$ cat src/rtl/core/dst_pkg.sv
// Shared types, widths and codes for the debounced Schmitt trigger unit.
// No dependencies; every other file in rtl/core imports this package.
package dst_pkg;

  // Field widths
  localparam int SAMPLE_W    = 16;
  localparam int RUN_W       = 8;
  localparam int ERR_W       = 3;
  localparam int MODE_W      = 2;
  localparam int CFG_IDX_W   = 3;
  localparam int CFG_DATA_W  = 16;
  localparam int IN_TDATA_W  = 16;
  localparam int OUT_FIELD_W = 1 + ERR_W + 2 * RUN_W;
  localparam int OUT_TDATA_W = ((OUT_FIELD_W + 7) / 8) * 8;

  // Run counters saturate here
  localparam logic [RUN_W-1:0] MAX_RUN = 8'd255;

  // Trigger modes
  localparam logic [MODE_W-1:0] MODE_RISING  = 2'd0;
  localparam logic [MODE_W-1:0] MODE_FALLING = 2'd1;
  localparam logic [MODE_W-1:0] MODE_DOUBLE  = 2'd2;
  localparam logic [MODE_W-1:0] MODE_BAD     = 2'd3;

  // Error codes, lowest non-zero code has highest priority
  localparam logic [ERR_W-1:0] ERR_OK      = 3'd0;
  localparam logic [ERR_W-1:0] ERR_NEG_THR = 3'd1;
  localparam logic [ERR_W-1:0] ERR_ORDER   = 3'd2;
  localparam logic [ERR_W-1:0] ERR_NEG_REF = 3'd3;
  localparam logic [ERR_W-1:0] ERR_DEBOUNCE = 3'd4;
  localparam logic [ERR_W-1:0] ERR_MODE    = 3'd5;

  // Register indexes
  localparam logic [CFG_IDX_W-1:0] REG_MODE        = 3'd0;
  localparam logic [CFG_IDX_W-1:0] REG_PRESS_THR   = 3'd1;
  localparam logic [CFG_IDX_W-1:0] REG_RELEASE_THR = 3'd2;
  localparam logic [CFG_IDX_W-1:0] REG_PRESS_DB    = 3'd3;
  localparam logic [CFG_IDX_W-1:0] REG_RELEASE_DB  = 3'd4;
  localparam logic [CFG_IDX_W-1:0] REG_REFERENCE   = 3'd5;

  // Input word kinds (carried on tuser)
  localparam logic FUNC_SAMPLE = 1'b0;
  localparam logic FUNC_CLEAR  = 1'b1;

  // Settings seen by the update logic
  typedef struct packed {
    logic [MODE_W-1:0]   mode;
    logic [SAMPLE_W-1:0] press_thr;
    logic [SAMPLE_W-1:0] release_thr;
    logic [RUN_W-1:0]    press_db;
    logic [RUN_W-1:0]    release_db;
    logic [ERR_W-1:0]    err;
  } dst_cfg_t;

  // Trigger state
  typedef struct packed {
    logic             status;
    logic [RUN_W-1:0] press_run;
    logic [RUN_W-1:0] release_run;
  } dst_state_t;

endpackage

$ cat src/rtl/core/dst_cfg.sv
// Configuration registers and the prioritized settings check.
// Depends on dst_pkg.
module dst_cfg (
  input  logic                          clk,
  input  logic                          rst_n,
  input  logic                          cfg_we,
  input  logic [dst_pkg::CFG_IDX_W-1:0] cfg_index,
  input  logic [dst_pkg::CFG_DATA_W-1:0] cfg_wdata,
  output dst_pkg::dst_cfg_t             cfg
);
  import dst_pkg::*;

  logic [MODE_W-1:0]   mode_r;
  logic [SAMPLE_W-1:0] press_thr_r;
  logic [SAMPLE_W-1:0] release_thr_r;
  logic [RUN_W-1:0]    press_db_r;
  logic [RUN_W-1:0]    release_db_r;
  logic [SAMPLE_W-1:0] ref_r;
  logic [ERR_W-1:0]    err;
  logic                thr_neg;
  logic                order_bad;
  logic                db_bad;

  // Register writes; unknown indexes are dropped
  always_ff @(posedge clk) begin
    if (!rst_n) begin
      mode_r        <= MODE_RISING;
      press_thr_r   <= '0;
      release_thr_r <= '0;
      press_db_r    <= RUN_W'(1);
      release_db_r  <= RUN_W'(1);
      ref_r         <= '0;
    end else if (cfg_we) begin
      case (cfg_index)
        REG_MODE:        mode_r        <= cfg_wdata[MODE_W-1:0];
        REG_PRESS_THR:   press_thr_r   <= cfg_wdata[SAMPLE_W-1:0];
        REG_RELEASE_THR: release_thr_r <= cfg_wdata[SAMPLE_W-1:0];
        REG_PRESS_DB:    press_db_r    <= cfg_wdata[RUN_W-1:0];
        REG_RELEASE_DB:  release_db_r  <= cfg_wdata[RUN_W-1:0];
        REG_REFERENCE:   ref_r         <= cfg_wdata[SAMPLE_W-1:0];
        default: ;
      endcase
    end
  end

  // Settings check, first match wins
  always_comb begin
    thr_neg   = press_thr_r[SAMPLE_W-1] | release_thr_r[SAMPLE_W-1];
    order_bad = ((mode_r == MODE_RISING) &&
                 ($signed(press_thr_r) < $signed(release_thr_r))) ||
                ((mode_r == MODE_FALLING) &&
                 ($signed(press_thr_r) > $signed(release_thr_r)));
    db_bad    = (press_db_r == '0) || (press_db_r > MAX_RUN) ||
                (release_db_r == '0) || (release_db_r > MAX_RUN);
    if (thr_neg)                  err = ERR_NEG_THR;
    else if (order_bad)           err = ERR_ORDER;
    else if (ref_r[SAMPLE_W-1])   err = ERR_NEG_REF;
    else if (db_bad)              err = ERR_DEBOUNCE;
    else if (mode_r == MODE_BAD)  err = ERR_MODE;
    else                          err = ERR_OK;
  end

  assign cfg = '{mode: mode_r, press_thr: press_thr_r, release_thr: release_thr_r,
                 press_db: press_db_r, release_db: release_db_r, err: err};

endmodule

$ cat src/rtl/core/dst_core.sv
// Trigger state registers and the per-word update (compare, count, switch).
// Depends on dst_pkg.
module dst_core (
  input  logic                         clk,
  input  logic                         rst_n,
  input  logic                         step,
  input  logic                         func,
  input  logic [dst_pkg::SAMPLE_W-1:0] sample,
  input  dst_pkg::dst_cfg_t            cfg,
  output dst_pkg::dst_state_t          st_nxt
);
  import dst_pkg::*;

  dst_state_t       st_r;
  logic             rising;
  logic             press_hit;
  logic             release_hit;
  logic [RUN_W-1:0] press_bump;
  logic [RUN_W-1:0] release_bump;

  // Compares and saturating increments
  always_comb begin
    rising       = (cfg.mode == MODE_RISING);
    press_hit    = rising ? ($signed(sample) >= $signed(cfg.press_thr))
                          : ($signed(sample) <= $signed(cfg.press_thr));
    release_hit  = rising ? ($signed(sample) < $signed(cfg.release_thr))
                          : ($signed(sample) > $signed(cfg.release_thr));
    press_bump   = (st_r.press_run == MAX_RUN) ? MAX_RUN : st_r.press_run + RUN_W'(1);
    release_bump = (st_r.release_run == MAX_RUN) ? MAX_RUN
                                                 : st_r.release_run + RUN_W'(1);
  end

  // Next state for the word in flight
  always_comb begin
    st_nxt = st_r;
    if (func == FUNC_CLEAR) begin
      st_nxt = '0;
    end else if (cfg.err == ERR_OK && (cfg.mode inside {MODE_RISING, MODE_FALLING})) begin
      if (!st_r.status) begin
        if (!press_hit) begin
          st_nxt.press_run = '0;
        end else if (press_bump >= cfg.press_db) begin
          st_nxt.status    = 1'b1;
          st_nxt.press_run = '0;
        end else begin
          st_nxt.press_run = press_bump;
        end
      end else begin
        if (!release_hit) begin
          st_nxt.release_run = '0;
        end else if (release_bump >= cfg.release_db) begin
          st_nxt.status      = 1'b0;
          st_nxt.release_run = '0;
        end else begin
          st_nxt.release_run = release_bump;
        end
      end
    end
  end

  // State commit
  always_ff @(posedge clk) begin
    if (!rst_n) begin
      st_r <= '0;
    end else if (step) begin
      st_r <= st_nxt;
    end
  end

endmodule

$ cat src/rtl/core/debounced_schmitt_trigger_unit.sv
// Top level of the debounced Schmitt trigger: input register, update, result register.
// Depends on dst_pkg, dst_cfg and dst_core.
//
//  port group | dir | handshake        | payload
//  in_*       | in  | tvalid / tready  | tuser: func; tdata: sample
//  out_*      | out | tvalid / tready  | tdata: status, error_code, press_run, release_run
//  cfg_*      | in  | we (no wait)     | index, wdata
//
// One word per cycle sustained while out_tready stays high; a taken word passes the input
// register, then the update into the result register, before out_tvalid rises with its result.
// The state update (two compares and a saturating 8-bit increment per counter) sits between
// the input register and the result register. Reset is synchronous: state clears to zero,
// settings go to their defaults. A stalled result holds while one more word waits
// in the input register; in_tready falls only when both are full.
module debounced_schmitt_trigger_unit (
  input  logic                            clk,
  input  logic                            rst_n,
  input  logic                            in_tvalid,
  output logic                            in_tready,
  input  logic [dst_pkg::IN_TDATA_W-1:0]  in_tdata,   // [15:0] sample
  input  logic                            in_tuser,   // [0] func
  output logic                            out_tvalid,
  input  logic                            out_tready,
  output logic [dst_pkg::OUT_TDATA_W-1:0] out_tdata,  // [0] status, [3:1] error_code,
                                                      // [11:4] press_run, [19:12] release_run
  input  logic                            cfg_we,
  input  logic [dst_pkg::CFG_IDX_W-1:0]   cfg_index,
  input  logic [dst_pkg::CFG_DATA_W-1:0]  cfg_wdata
);
  import dst_pkg::*;

  dst_cfg_t               cfg;
  dst_state_t             st_nxt;
  logic                   s1_valid_r;
  logic                   s1_func_r;
  logic [SAMPLE_W-1:0]    s1_sample_r;
  logic                   out_valid_r;
  logic [OUT_TDATA_W-1:0] out_data_r;
  logic                   step;
  logic                   in_fire;

  dst_cfg u_cfg (
    .clk       (clk),
    .rst_n     (rst_n),
    .cfg_we    (cfg_we),
    .cfg_index (cfg_index),
    .cfg_wdata (cfg_wdata),
    .cfg       (cfg)
  );

  dst_core u_core (
    .clk    (clk),
    .rst_n  (rst_n),
    .step   (step),
    .func   (s1_func_r),
    .sample (s1_sample_r),
    .cfg    (cfg),
    .st_nxt (st_nxt)
  );

  // Flow control
  assign step      = s1_valid_r && (!out_valid_r || out_tready);
  assign in_tready = !s1_valid_r || step;
  assign in_fire   = in_tvalid && in_tready;

  // Input register
  always_ff @(posedge clk) begin
    if (!rst_n) begin
      s1_valid_r <= 1'b0;
    end else if (in_tready) begin
      s1_valid_r <= in_tvalid;
    end
  end

  always_ff @(posedge clk) begin
    if (in_fire) begin
      s1_func_r   <= in_tuser;
      s1_sample_r <= in_tdata[SAMPLE_W-1:0];
    end
  end

  // Result register
  always_ff @(posedge clk) begin
    if (!rst_n) begin
      out_valid_r <= 1'b0;
    end else if (step) begin
      out_valid_r <= 1'b1;
    end else if (out_tready) begin
      out_valid_r <= 1'b0;
    end
  end

  always_ff @(posedge clk) begin
    if (step) begin
      out_data_r <= OUT_TDATA_W'({st_nxt.release_run, st_nxt.press_run, cfg.err,
                                  st_nxt.status});
    end
  end

  assign out_tvalid = out_valid_r;
  assign out_tdata  = out_data_r;

endmodule

$ cat config.mk
export PLATFORM = sky130hd
export DESIGN_NAME = debounced_schmitt_trigger_unit
export DESIGN_NICKNAME = d
export VERILOG_FILES = /design/src/rtl/core/dst_pkg.sv /design/src/rtl/core/dst_cfg.sv /design/src/rtl/core/dst_core.sv /design/src/rtl/core/debounced_schmitt_trigger_unit.sv
export SDC_FILE = /design/constraint.sdc
export NUM_CORES = 1
export LEC_CHECK = 0
export BUFFER_PORTS_ARGS = -buffer_cell sky130_fd_sc_hd__buf_2
export CAP_MARGIN = 20
export CORE_ASPECT_RATIO = 1.1
export CORE_UTILIZATION = 59
export DETAILED_ROUTE_END_ITERATION = 10
export GPL_TIMING_DRIVEN = 0
export PLACE_DENSITY_LB_ADDON = 0.2
export RECOVER_POWER = 100
export SYNTH_ARGS = -nofsm -noshare
export SYNTH_HDL_FRONTEND = slang
export SYNTH_HIERARCHICAL = 1
export SYNTH_SLANG_ARGS = --single-unit
$ cat constraint.sdc
create_clock -name clk -period 4.2 [get_ports clk]
set_clock_uncertainty 0.2 [all_clocks]
set_input_delay 0.21 -clock clk [delete_from_list [all_inputs] [get_ports clk]]
set_output_delay 0.21 -clock clk [all_outputs]
set_load 0.005 [all_outputs]
==> flow_metrics.py <==
metrics = {
    "status": {
        "run_status": "finished with violations",
        "violations": "capacitance limit, slew limit",
    },
    "yosys": {
        "synthTopCellsByCount": "138 x nand2_1, 71 x inv_1, 70 x dfxtp_1, 67 x ha_1, 45 x a21boi_0",
        "syn_area_um2": 6210,
        "ys_warn_count": 6,
        "yosys_most_used_dff": "dfxtp_1",
        "async_reset_ff_share_pct": 0,
        "syn_avg_cell_area_um2": 9.15,
        "synth.top_cell.area_share_pct": 22.5,
        "yosysSeqAreaShare_pct": 40.4,
        "postSynthRegisterBits": 107,
        "synth-edff-count": 37,
        "syn_inst": 679,
        "synth_top_cell_by_area": "dfxtp_1",
        "ys_types": 65,
        "synth_area_leaders": "dfxtp_1 23%, edfxtp_1 18%, ha_1 13%, nand2_1 8.3%, a21boi_0 5.4%",
        "yosysMostFrequentCell": "nand2_1",
    },
    "cts": {
        "cts-htree-levels": 3,
        "cts_tree": "built",
        "cts-root-buf": "clkbuf_8",
        "cts.sinks": 107,
        "clk_pin_slew_ps": 100,
        "clockBufferDepth": 2,
        "insertion_delay_ps": 370,
        "numCtsBuffers": 9,
    },
    "floorplan": {
        "dieWidth_um": 99.9,
        "dieArea_um2": 10900,
        "dieHeight_um": 110,
        "core_area_um2": 10000,
        "initial_utilization_pct": 61.9,
        "num_rows": 38,
        "io_pins": 67,
    },
    "sta": {
        "fmax_mhz": 245,
        "tightest_slew_ps": 1810,
        "final_max_slew_viol_count": 18,
        "relSlewSlack_pct": -20.7,
        "totalNegativeSetupSlack_ps": 0,
        "setup-violations-final": 0,
        "hold_viol": 0,
        "fin_crit_ps": 4090,
        "fin_crit_sh_pct": 97.3,
    },
    "cells_and_area": {
        "n_fill_cell": 767,
        "drive_gt1_share_pct": 13.7,
        "nNetsFinal": 900,
        "antenna_cells": 0,
        "fin_util_pct": 72.6,
        "area.growth.synth_to_final_pct": 17.2,
    },
    "drt": {
        "drcViolationCount": 0,
        "vias": 5244,
        "ant_nets": 0,
        "drt-total-wl_mm": 14.5,
        "dr.first_iter.drc_count": 278,
        "vias_per_cell": 5.60,
        "drt-wirelength-per-cell_um": 15.5,
        "first_pass_iters": 5,
    },
    "grt": {
        "grt.overflow.total": 0,
        "grt_pass1_vias": 5160,
        "grt_pass1_wl_mm": 23.5,
        "track_usage_pct": 27.7,
        "antenna_found_initial": 0,
        "grt_max_degree": 23,
    },
    "power_and_ir_drop": {
        "p_per_area_nw_per_um2": 288,
        "p_leak_nw": 2.83,
        "ir_drop_mv": 0.178,
    },
    "hold_path": {
        "hp-class": "input port to flip-flop",
        "hold_depth": 3,
        "min_from": "out_tready",
        "min_to": "out_tvalid$_SDFFE_PN0P_",
    },
    "setup_path": {
        "critPathArrivalTime_ps": 4080,
        "reg2reg_from": "u_cfg/release_thr_r[15]$_SDFFE_PN0P_",
        "critPathKind": "flip-flop to flip-flop",
        "critPathCaptureType": "flip-flop",
        "reg2reg_slack_ps": 110,
        "reg2reg_depth": 14,
        "cp_data_required_time_ps": 4200,
        "start_kind": "flip-flop",
        "timing.rr.end": "out_tdata[0]$_DFFE_PP_",
        "crit_fanout": 4,
    },
    "place": {
        "gp_congestion": 0.870,
        "io_buffers": 62,
        "hpwl_mm": 11.0,
    },
    "run": {
        "maxCapViolations": 1,
    },
}
==> sequential cells by signal, indices dropped and copies added (netlist names) <==
register and flops:
out_tdata 20, u_core/st_r 17, s1_sample_r 16, u_cfg/press_thr_r 16, u_cfg/release_thr_r 16, u_cfg/press_db_r 8, u_cfg/release_db_r 8, u_cfg/mode_r 2
out_tvalid 1, s1_func_r 1, s1_valid_r 1, u_cfg/ref_r 1
==> cell type report <==
| cell class | instances | area (µm²) | share of cell area, % |
|---|---|---|---|
| repair buffers | 100 | 674 | 9.26 |
| clock inverters | 6 | 42.5 | 0.584 |
| plain buffers | 20 | 103 | 1.41 |
| flip-flops and latches | 107 | 2510 | 34.5 |
| multi-input cells | 483 | 3360 | 46.1 |
| inverters | 71 | 267 | 3.66 |
| well taps | 140 | 175 | 2.41 |
| clock buffers | 10 | 149 | 2.04 |
==> metrics by stage <==
step | power, mW | instance area (µm²) | hold slack [ps] | cells | setup WS, ps
floorplan | 1.35 | 6230 | 109 | 682 | 350
global placement | 1.43 | 6710 | 186 | 884 | -90.2
detailed placement | 1.45 | 6730 | 188 | 885 | -116
CTS | 2.10 | 7290 | 3.00 | 938 | 19.7
global route | 2.19 | 7280 | 11.2 | 937 | -23.7
finish | 2.10 | 7280 | 13.1 | 937 | 114
==> placed cells by master, fill, tap and decap left out, types with 9 or more instances in the layout <==
| cell type | netlist | routed |
|---|---|---|
| dlygate4sd3_1 | 0 | 35 |
| a21oi_1 | 31 | 31 |
| nor2b_1 | 10 | 10 |
| a21boi_0 | 45 | 47 |
| edfxtp_1 | 37 | 37 |
| a22o_1 | 16 | 16 |
| buf_2 | 1 | 52 |
| nand3_1 | 22 | 22 |
| inv_1 | 71 | 71 |
| nand2_1 | 138 | 138 |
| clkbuf_8 | 0 | 9 |
| a21o_1 | 9 | 9 |
| nor2_1 | 13 | 12 |
| clkbuf_1 | 14 | 24 |
| ha_1 | 67 | 67 |
| dfxtp_1 | 70 | 68 |
==> how the worst max path moves through the flow <==
stage,startpoint,endpoint,slack [ps],cells past startpoint
floorplan,u_cfg/release_thr_r[15]$_SDFFE_PN0P_,u_core/st_r[12]$_SDFFE_PN0P_,350,14
global placement,u_cfg/release_thr_r[15]$_SDFFE_PN0P_,u_core/st_r[8]$_SDFFE_PN0P_,-90,14
detailed placement,u_cfg/release_thr_r[15]$_SDFFE_PN0P_,u_core/st_r[13]$_SDFFE_PN0P_,-120,14
CTS,u_cfg/press_thr_r[15]$_SDFFE_PN0P_,u_core/st_r[13]$_SDFFE_PN0P_,20,14
global route,u_cfg/release_thr_r[15]$_SDFFE_PN0P_,out_tdata[0]$_DFFE_PP_,-20,14
finish,u_cfg/release_thr_r[15]$_SDFFE_PN0P_,out_tdata[0]$_DFFE_PP_,110,14
==> layer usage <==
layer / track usage, % / vias up / wire length [µm]
met1: 29.1 / 2464 / 5680
met3: 3.31 / 30 / 428
met2: 54.0 / 144 / 7860
met5: 0 / - / 0
li1: - / 2606 / -
met4: 14.0 / 0 / 516
==> report_power, final <==
part	internal [mW]	switching, mW	total [mW]
logic	0.157	0.194	0.351
clock network	0.257	0.363	0.619
registers	1.10	0.0219	1.13
total	1.52	0.578	2.10
==> cell families (layout without fill, tap and decap cells) <==
family	after synthesis	in the layout	synth area share [%]
other cells	1	4	0.0603
simple gates	250	250	20.5
compound gates	151	151	17.9
buf+inv	92	207	6.00
xor+xnor	6	6	0.846
mux	5	5	0.805
fa+ha+maj	67	67	13.5
flops	107	107	40.4
==> worst max-delay path: stages (launching register included) <==
cell      delay [ps]
dfxtp_2          370
inv_1             60
ha_1             340
nand4b_4         200
or4_4            570
a21o_1           210
a41oi_4          290
mux2i_1          260
nand2_1          130
or4_4            570
nor2_4           150
buf_4            120
nand2_1           50
a31o_1           230
a21oi_1          180
==> timing repair <==
item | CTS | global route
hold buffers | 35 | 0
endpoints found under the hold margin | 68 | 0
resized for setup | 0 | 7
endpoints found under the setup margin | 9 | 26
pin swaps | 1 | 1
setup buffers | 2 | 0
cloned | 0 | 0
Power figures use the tool's default switching activity.
